--- src/design/fpm_pkg.sv ---
package fpm_pkg;

    localparam int Bias     = 127;
    localparam int FracBits = 23;
    localparam int SigBits  = FracBits + 1;
    localparam int ProdBits = 2 * SigBits;

    // front to back: classified item
    typedef struct packed {
        logic                  sign;
        logic                  zero;
        logic                  range_err;
        logic signed [9:0]     sum;
        logic [SigBits-1:0]    ma;
        logic [SigBits-1:0]    mb;
    } fpm_item_t;

    localparam int ItemBits = $bits(fpm_item_t);

endpackage

--- src/design/fp32_multiplier_top.sv ---
// Single-precision multiplier.
// Input channel: in_valid / in_stall with operand_a, operand_b (IEEE-754 bit
// patterns). Output channel: out_valid / out_stall with product and
// range_error. An item moves when valid is high and stall is low.
// One item is accepted every cycle while in_stall is low; throughput is then one per cycle.
// From acceptance to out_valid an item passes a classify register in the
// front, then a two-entry registered queue, then the multiply register and
// the round/pack register in the back: four register stages in series.
// Zero operands give +0; else an exponent sum outside -127..127 gives +0 with
// range_error; overflow saturates to signed infinity, underflow flushes to
// signed zero. Infinity, NaN and subnormal inputs are treated as numbers.
// Reset clears all valid flags; no result is pending after reset.
// When the receiver stalls, the result holds; the back fills, then the
// queue, then the front register, then in_stall rises. Nothing is lost or repeated.
module fp32_multiplier_top
(
    input  logic        clk,
    input  logic        rst_n,
    input  logic        in_valid,
    output logic        in_stall,
    input  logic [31:0] operand_a,
    input  logic [31:0] operand_b,
    output logic        out_valid,
    input  logic        out_stall,
    output logic [31:0] product,
    output logic        range_error
);

    fpm_pkg::fpm_item_t f_item;
    fpm_pkg::fpm_item_t b_item;
    logic               f_valid;
    logic               f_stall;
    logic               b_valid;
    logic               b_stall;

    fpm_front u_front
    (
        .clk(clk), .rst_n(rst_n),
        .in_valid(in_valid), .in_stall(in_stall),
        .operand_a(operand_a), .operand_b(operand_b),
        .q_valid(f_valid), .q_stall(f_stall), .q_item(f_item)
    );

    fpm_queue u_queue
    (
        .clk(clk), .rst_n(rst_n),
        .wr_valid(f_valid), .wr_stall(f_stall), .wr_item(f_item),
        .rd_valid(b_valid), .rd_stall(b_stall), .rd_item(b_item)
    );

    fpm_back u_back
    (
        .clk(clk), .rst_n(rst_n),
        .q_valid(b_valid), .q_stall(b_stall), .q_item(b_item),
        .out_valid(out_valid), .out_stall(out_stall),
        .product(product), .range_error(range_error)
    );

endmodule

--- src/design/fpm_front.sv ---
module fpm_front
(
    input  logic               clk,
    input  logic               rst_n,
    input  logic               in_valid,
    output logic               in_stall,
    input  logic [31:0]        operand_a,
    input  logic [31:0]        operand_b,
    output logic               q_valid,
    input  logic               q_stall,
    output fpm_pkg::fpm_item_t q_item
);

    fpm_pkg::fpm_item_t item_next;
    fpm_pkg::fpm_item_t item_reg;
    logic               valid_reg;
    logic [7:0]         ea;
    logic [7:0]         eb;
    logic signed [9:0]  s;

    assign ea = operand_a[30:23];
    assign eb = operand_b[30:23];
    assign s  = $signed({2'b00, ea}) + $signed({2'b00, eb}) - 10'sd254;

    always_comb
    begin
        item_next.sign      = operand_a[31] ^ operand_b[31];
        item_next.zero      = (ea == 8'd0 && operand_a[22:0] == 23'd0) ||
                              (eb == 8'd0 && operand_b[22:0] == 23'd0);
        item_next.range_err = (s < -10'sd127) || (s > 10'sd127);
        item_next.sum       = s;
        item_next.ma        = {1'b1, operand_a[22:0]};
        item_next.mb        = {1'b1, operand_b[22:0]};
    end

    assign in_stall = valid_reg && q_stall;
    assign q_valid  = valid_reg;
    assign q_item   = item_reg;

    always_ff @(posedge clk or negedge rst_n)
    begin
        if (!rst_n)
        begin
            valid_reg <= 1'b0;
        end
        else if (!in_stall)
        begin
            valid_reg <= in_valid;
        end
    end

    always_ff @(posedge clk)
    begin
        if (!in_stall && in_valid)
        begin
            item_reg <= item_next;
        end
    end

endmodule

--- src/design/fpm_queue.sv ---
module fpm_queue
(
    input  logic               clk,
    input  logic               rst_n,
    input  logic               wr_valid,
    output logic               wr_stall,
    input  fpm_pkg::fpm_item_t wr_item,
    output logic               rd_valid,
    input  logic               rd_stall,
    output fpm_pkg::fpm_item_t rd_item
);

    // two-entry queue: main plus skid
    fpm_pkg::fpm_item_t ent_reg [2];
    logic [1:0]         cnt_reg;
    logic               head_reg;
    logic               push;
    logic               pop;

    assign wr_stall = (cnt_reg == 2'd2);
    assign rd_valid = (cnt_reg != 2'd0);
    assign rd_item  = ent_reg[head_reg];
    assign push     = wr_valid && !wr_stall;
    assign pop      = rd_valid && !rd_stall;

    always_ff @(posedge clk or negedge rst_n)
    begin
        if (!rst_n)
        begin
            cnt_reg  <= 2'd0;
            head_reg <= 1'b0;
        end
        else
        begin
            cnt_reg <= cnt_reg + {1'b0, push} - {1'b0, pop};
            if (pop)
            begin
                head_reg <= ~head_reg;
            end
        end
    end

    always_ff @(posedge clk)
    begin
        if (push)
        begin
            ent_reg[head_reg ^ cnt_reg[0]] <= wr_item;
        end
    end

`ifndef SYNTHESIS
    a_cnt_max: assert property (@(posedge clk) disable iff (!rst_n) cnt_reg <= 2'd2)
        else $error("queue count overflow");
    a_full_hold: assert property (@(posedge clk) disable iff (!rst_n)
        (cnt_reg == 2'd2 && rd_stall) |=> cnt_reg == 2'd2)
        else $error("full queue lost an item");
    a_empty_novalid: assert property (@(posedge clk) disable iff (!rst_n)
        (cnt_reg == 2'd0) |-> !rd_valid)
        else $error("valid from empty queue");
`endif

endmodule

--- src/design/fpm_back.sv ---
module fpm_back
(
    input  logic               clk,
    input  logic               rst_n,
    input  logic               q_valid,
    output logic               q_stall,
    input  fpm_pkg::fpm_item_t q_item,
    output logic               out_valid,
    input  logic               out_stall,
    output logic [31:0]        product,
    output logic               range_error
);

    // stage 1: multiply; stage 2: round and pack
    logic                              v1_reg;
    logic                              v2_reg;
    logic [fpm_pkg::ProdBits-1:0]      p_reg;
    logic                              sign_reg;
    logic                              zero_reg;
    logic                              rerr_reg;
    logic signed [9:0]                 sum_reg;
    logic [31:0]                       prod_reg;
    logic                              err_reg;
    logic                              adv2;
    logic                              adv1;
    logic [31:0]                       prod_next;
    logic [24:0]                       m;
    logic                              g;
    logic                              st;
    logic [24:0]                       mr;
    logic signed [9:0]                 e;

    assign adv2     = !(v2_reg && out_stall);
    assign adv1     = adv2 || !v1_reg;
    assign q_stall  = !adv1;
    assign out_valid   = v2_reg;
    assign product     = prod_reg;
    assign range_error = err_reg;

    always_comb
    begin
        if (p_reg[47])
        begin
            m  = {1'b0, p_reg[47:24]};
            g  = p_reg[23];
            st = |p_reg[22:0];
            e  = sum_reg + 10'sd1;
        end
        else
        begin
            m  = {1'b0, p_reg[46:23]};
            g  = p_reg[22];
            st = |p_reg[21:0];
            e  = sum_reg;
        end
        mr = m + {24'd0, g && (st || m[0])};
        if (mr[24])
        begin
            mr = mr >> 1;
            e  = e + 10'sd1;
        end
        if (zero_reg || rerr_reg)
        begin
            prod_next = 32'd0;
        end
        else if (e >= 10'sd128)
        begin
            prod_next = {sign_reg, 8'hFF, 23'd0};
        end
        else if (e < -10'sd126)
        begin
            prod_next = {sign_reg, 31'd0};
        end
        else
        begin
            prod_next = {sign_reg, e[7:0] + 8'd127, mr[22:0]};
        end
    end

    always_ff @(posedge clk or negedge rst_n)
    begin
        if (!rst_n)
        begin
            v1_reg <= 1'b0;
            v2_reg <= 1'b0;
        end
        else
        begin
            if (adv1)
            begin
                v1_reg <= q_valid;
            end
            if (adv2)
            begin
                v2_reg <= v1_reg;
            end
        end
    end

    always_ff @(posedge clk)
    begin
        if (adv1 && q_valid)
        begin
            p_reg    <= q_item.ma * q_item.mb;
            sign_reg <= q_item.sign;
            zero_reg <= q_item.zero;
            rerr_reg <= q_item.range_err;
            sum_reg  <= q_item.sum;
        end
        if (adv2 && v1_reg)
        begin
            prod_reg <= prod_next;
            err_reg  <= rerr_reg && !zero_reg;
        end
    end

`ifndef SYNTHESIS
    a_err_zero: assert property (@(posedge clk) disable iff (!rst_n)
        (out_valid && range_error) |-> product == 32'd0)
        else $error("range error with nonzero product");
    a_hold: assert property (@(posedge clk) disable iff (!rst_n)
        (out_valid && out_stall) |=> out_valid && $stable(product))
        else $error("stalled result changed");
    a_stall: assert property (@(posedge clk) disable iff (!rst_n)
        q_stall |-> (v1_reg && v2_reg && out_stall))
        else $error("back stalled without cause");
`endif

endmodule
--- config.mk ---
export PLATFORM = sky130hd
export DESIGN_NAME = fp32_multiplier_top
export DESIGN_NICKNAME = d
export VERILOG_FILES = /design/src/design/fpm_pkg.sv /design/src/design/fp32_multiplier_top.sv /design/src/design/fpm_front.sv /design/src/design/fpm_queue.sv /design/src/design/fpm_back.sv
export SDC_FILE = /design/constraint.sdc
export NUM_CORES = 2
export LEC_CHECK = 0
export BUFFER_PORTS_ARGS = -buffer_cell sky130_fd_sc_hd__buf_2
export CAP_MARGIN = 10
export CORE_MARGIN = 2
export CORE_UTILIZATION = 35
export CTS_CLUSTER_DIAMETER = 30
export DETAILED_ROUTE_END_ITERATION = 8
export GPL_TIMING_DRIVEN = 0
export PLACE_DENSITY = 0.52
export SYNTH_ARGS = -nofsm -noshare
export SYNTH_HDL_FRONTEND = slang
export SYNTH_SLANG_ARGS = --single-unit
--- constraint.sdc ---
create_clock -name clk -period 16.15 [get_ports clk]
set_clock_uncertainty 0.05 [all_clocks]
set_input_delay 3.23 -clock clk [delete_from_list [all_inputs] [get_ports clk]]
set_output_delay 3.23 -clock clk [all_outputs]
set_load 0.02 [all_outputs]
==> results.yml <==
yosys:
  async_flop_share_pct: 2.166
  ys_ff_latch: 277
  ys.flop_type: "edfxtp_1"
  yosysSeqAreaShare_pct: 27.66
  syn_inst: 2907
  synth_top_area_share_pct: 32.27
  yosys_warnings: 0
  synth_area_per_cell_um2: 10.31
  synth_area_leader_cell: "fa_1"
  synth_cell_types: 75
  synth_nets: 3646
  yosys-top-cells-area: "fa_1, edfxtp_1, ha_1, inv_1, nor2_1"
  synth_edf_count: 271
  netlist_area_mm2: 0.02996
floorplan:
  die_h_um: 296.6
  start_util_pct: 35.24
  dieArea_mm2: 0.08796
  die_w_um: 296.6
  ios: 103
  placementRows: 107
  core_mm2: 0.08501
routing:
  drtIter0Drc: 1415
  viasPerCell: 4.933
  antenna_left: 0
  via_count: 21010
  wl_um: 87680
  drtPass1Iterations: 5
  wl_per_cell_um: 20.59
  drc: 0
worst_setup_path:
  crit_path_top_delay_cell: "mux2i_1"
  slowest_delay_ns: 1.12
  cp-start-kind: "register"
  crit_family: "adder cells"
  cp.buffers_inverters: 7
  cp.arrival_ns: 11.55
  rrSetupSlack_ns: 4.84
  worst-path-stages: 26
  required_ns: 16.39
  cp-end-kind: "register"
  worstRegToRegCells: 26
  worstPathMaxFanout: 10
  cpMostUsedCell: "fa_1"
  path_class: "reg -> reg"
cts:
  post_cts_resize_count: 0
  cts_tree: "done"
  cts_hold_buf: 0
  clk-insertion-delay-late_ns: 0.60
  cts_buffer_depth: 3
  cts-htree-levels: 2
  cts_setup_buffers: 0
  cts_made_buffers: 50
  cts-root-buf: "clkbuf_16"
  clock-sinks: 277
  clk_pin_slew_worst_paths_ns: 0.05
timing:
  setup_tns_ns: 0
  holdWs_ns: 0.3418
  report.final.hold_viol_count: 0
  finalCriticalPeriod_ns: 11.31
  slew_viol_final: 0
  fin_crit_sh_pct: 70.03
  tightest_slew_ns: 1.304
  setup_violations: 0
  fmax_mhz: 88.42
  slew_headroom_pct: 10.59
  rsz0062_at_grt: "false"
cells_and_area:
  area_delta_synth_final_pct: 12.81
  drive_above_1_share_pct: 8.892
  mostFrequentLayoutCells: "inv_1, fa_1, nor2_1, nand2_1, edfxtp_1"
  largest_reg_flops: 118
  postLayoutCoreUtil_pct: 39.76
  design_area_mm2: 0.03380
  nets: 3813
  n_antenna_cell: 0
  final_common_cell: "inv_1"
global_route:
  grt_use_total_pct: 20.37
  grt_max_degree: 41
  antenna_found_initial: 0
  grt-ovfl-total: 0
  grt_pass1_wl_um: 132400
  grt_pass1_vias: 21450
run:
  max-cap-violations: 0
outcome:
  status: "finished, final reports clean"
place:
  port_buffers: 102
  placedInstanceArea_mm2: 0.03213
  gp_congestion: 0.9717
  hpwl_um: 71610
min_path:
  hold_path.class: "reg -> reg"
  holdPathStages: 0
area by class of cell:
cell class / count / area, um^2
Sequential cell: 277 / 8288
Clock inverter: 39 / 395.4
Multi-Input combinational cell: 1908 / 18990
Buffer: 114 / 451.7
Clock buffer: 54 / 1266
Timing Repair Buffer: 115 / 699.4
Inverter: 608 / 2282
Tap cell: 1144 / 1431
Fill cell: 8497 / 51210
worst paths after layout:
path / startpoint / endpoint
worst min-delay path: u_front.q_item[24] / u_queue.ent_reg[0][23]
worst min register to register: u_front.q_item[24] / u_queue.ent_reg[0][23]
max in group asynchronous: rst_n / u_queue.head_reg
min in group asynchronous: rst_n / u_queue.cnt_reg[0]
worst max-delay path: u_queue.head_reg / u_back.p_reg[46]
worst max register to register: u_queue.head_reg / u_back.p_reg[46]
cell usage after synthesis, types with 8 or more instances:
master    instances
a211oi_1         10
a21boi_0         10
a21o_1           33
a21oi_1          63
a31oi_1          12
and2_1            8
and3_1           13
clkbuf_1        104
clkinv_1         10
edfxtp_1        271
fa_1            483
ha_1            188
inv_1           596
mux2_2           33
mux2i_1          50
nand2_1         314
nand3_1          27
nand4_1          18
nor2_1          325
nor2b_1           8
nor3_1           18
nor4_1           25
o21ai_0          37
or2_2            12
xnor2_1          65
xor2_1           42
per-stage QoR:
step,std cells,setup WS [ns]
after global placement,4153,5.020
after CTS,4258,4.922
final,4259,4.840
after detailed placement,4165,5.021
after floorplan,2907,7.495
after global routing,4259,4.404
metal layers:
layer | GRT usage (%) | wire, um | part of all wire (%)
met1 | 27.41 | 37360 | 43
met2 | 32.85 | 41070 | 47
met3 | 3.698 | 5821 | 6.6
met4 | 7.551 | 3427 | 3.9
met5 | 0 | 0 | 0
kinds of logic after synthesis:
group                    count (synthesis)  share of synthesized area [%]
flip-flops                             277                          27.66
adder cells (fa/ha/maj)                671                          40.12
AO/OA/AOI/OAI                          224                          4.974
buffers and inverters                  722                          9.124
XOR/XNOR                               107                          3.128
multiplexers                            83                          2.911
AND/OR/NAND/NOR                        823                          12.08
Power is not shown: default switching activity piles up to over one toggle a cycle in this logic, so the estimate is an artifact.
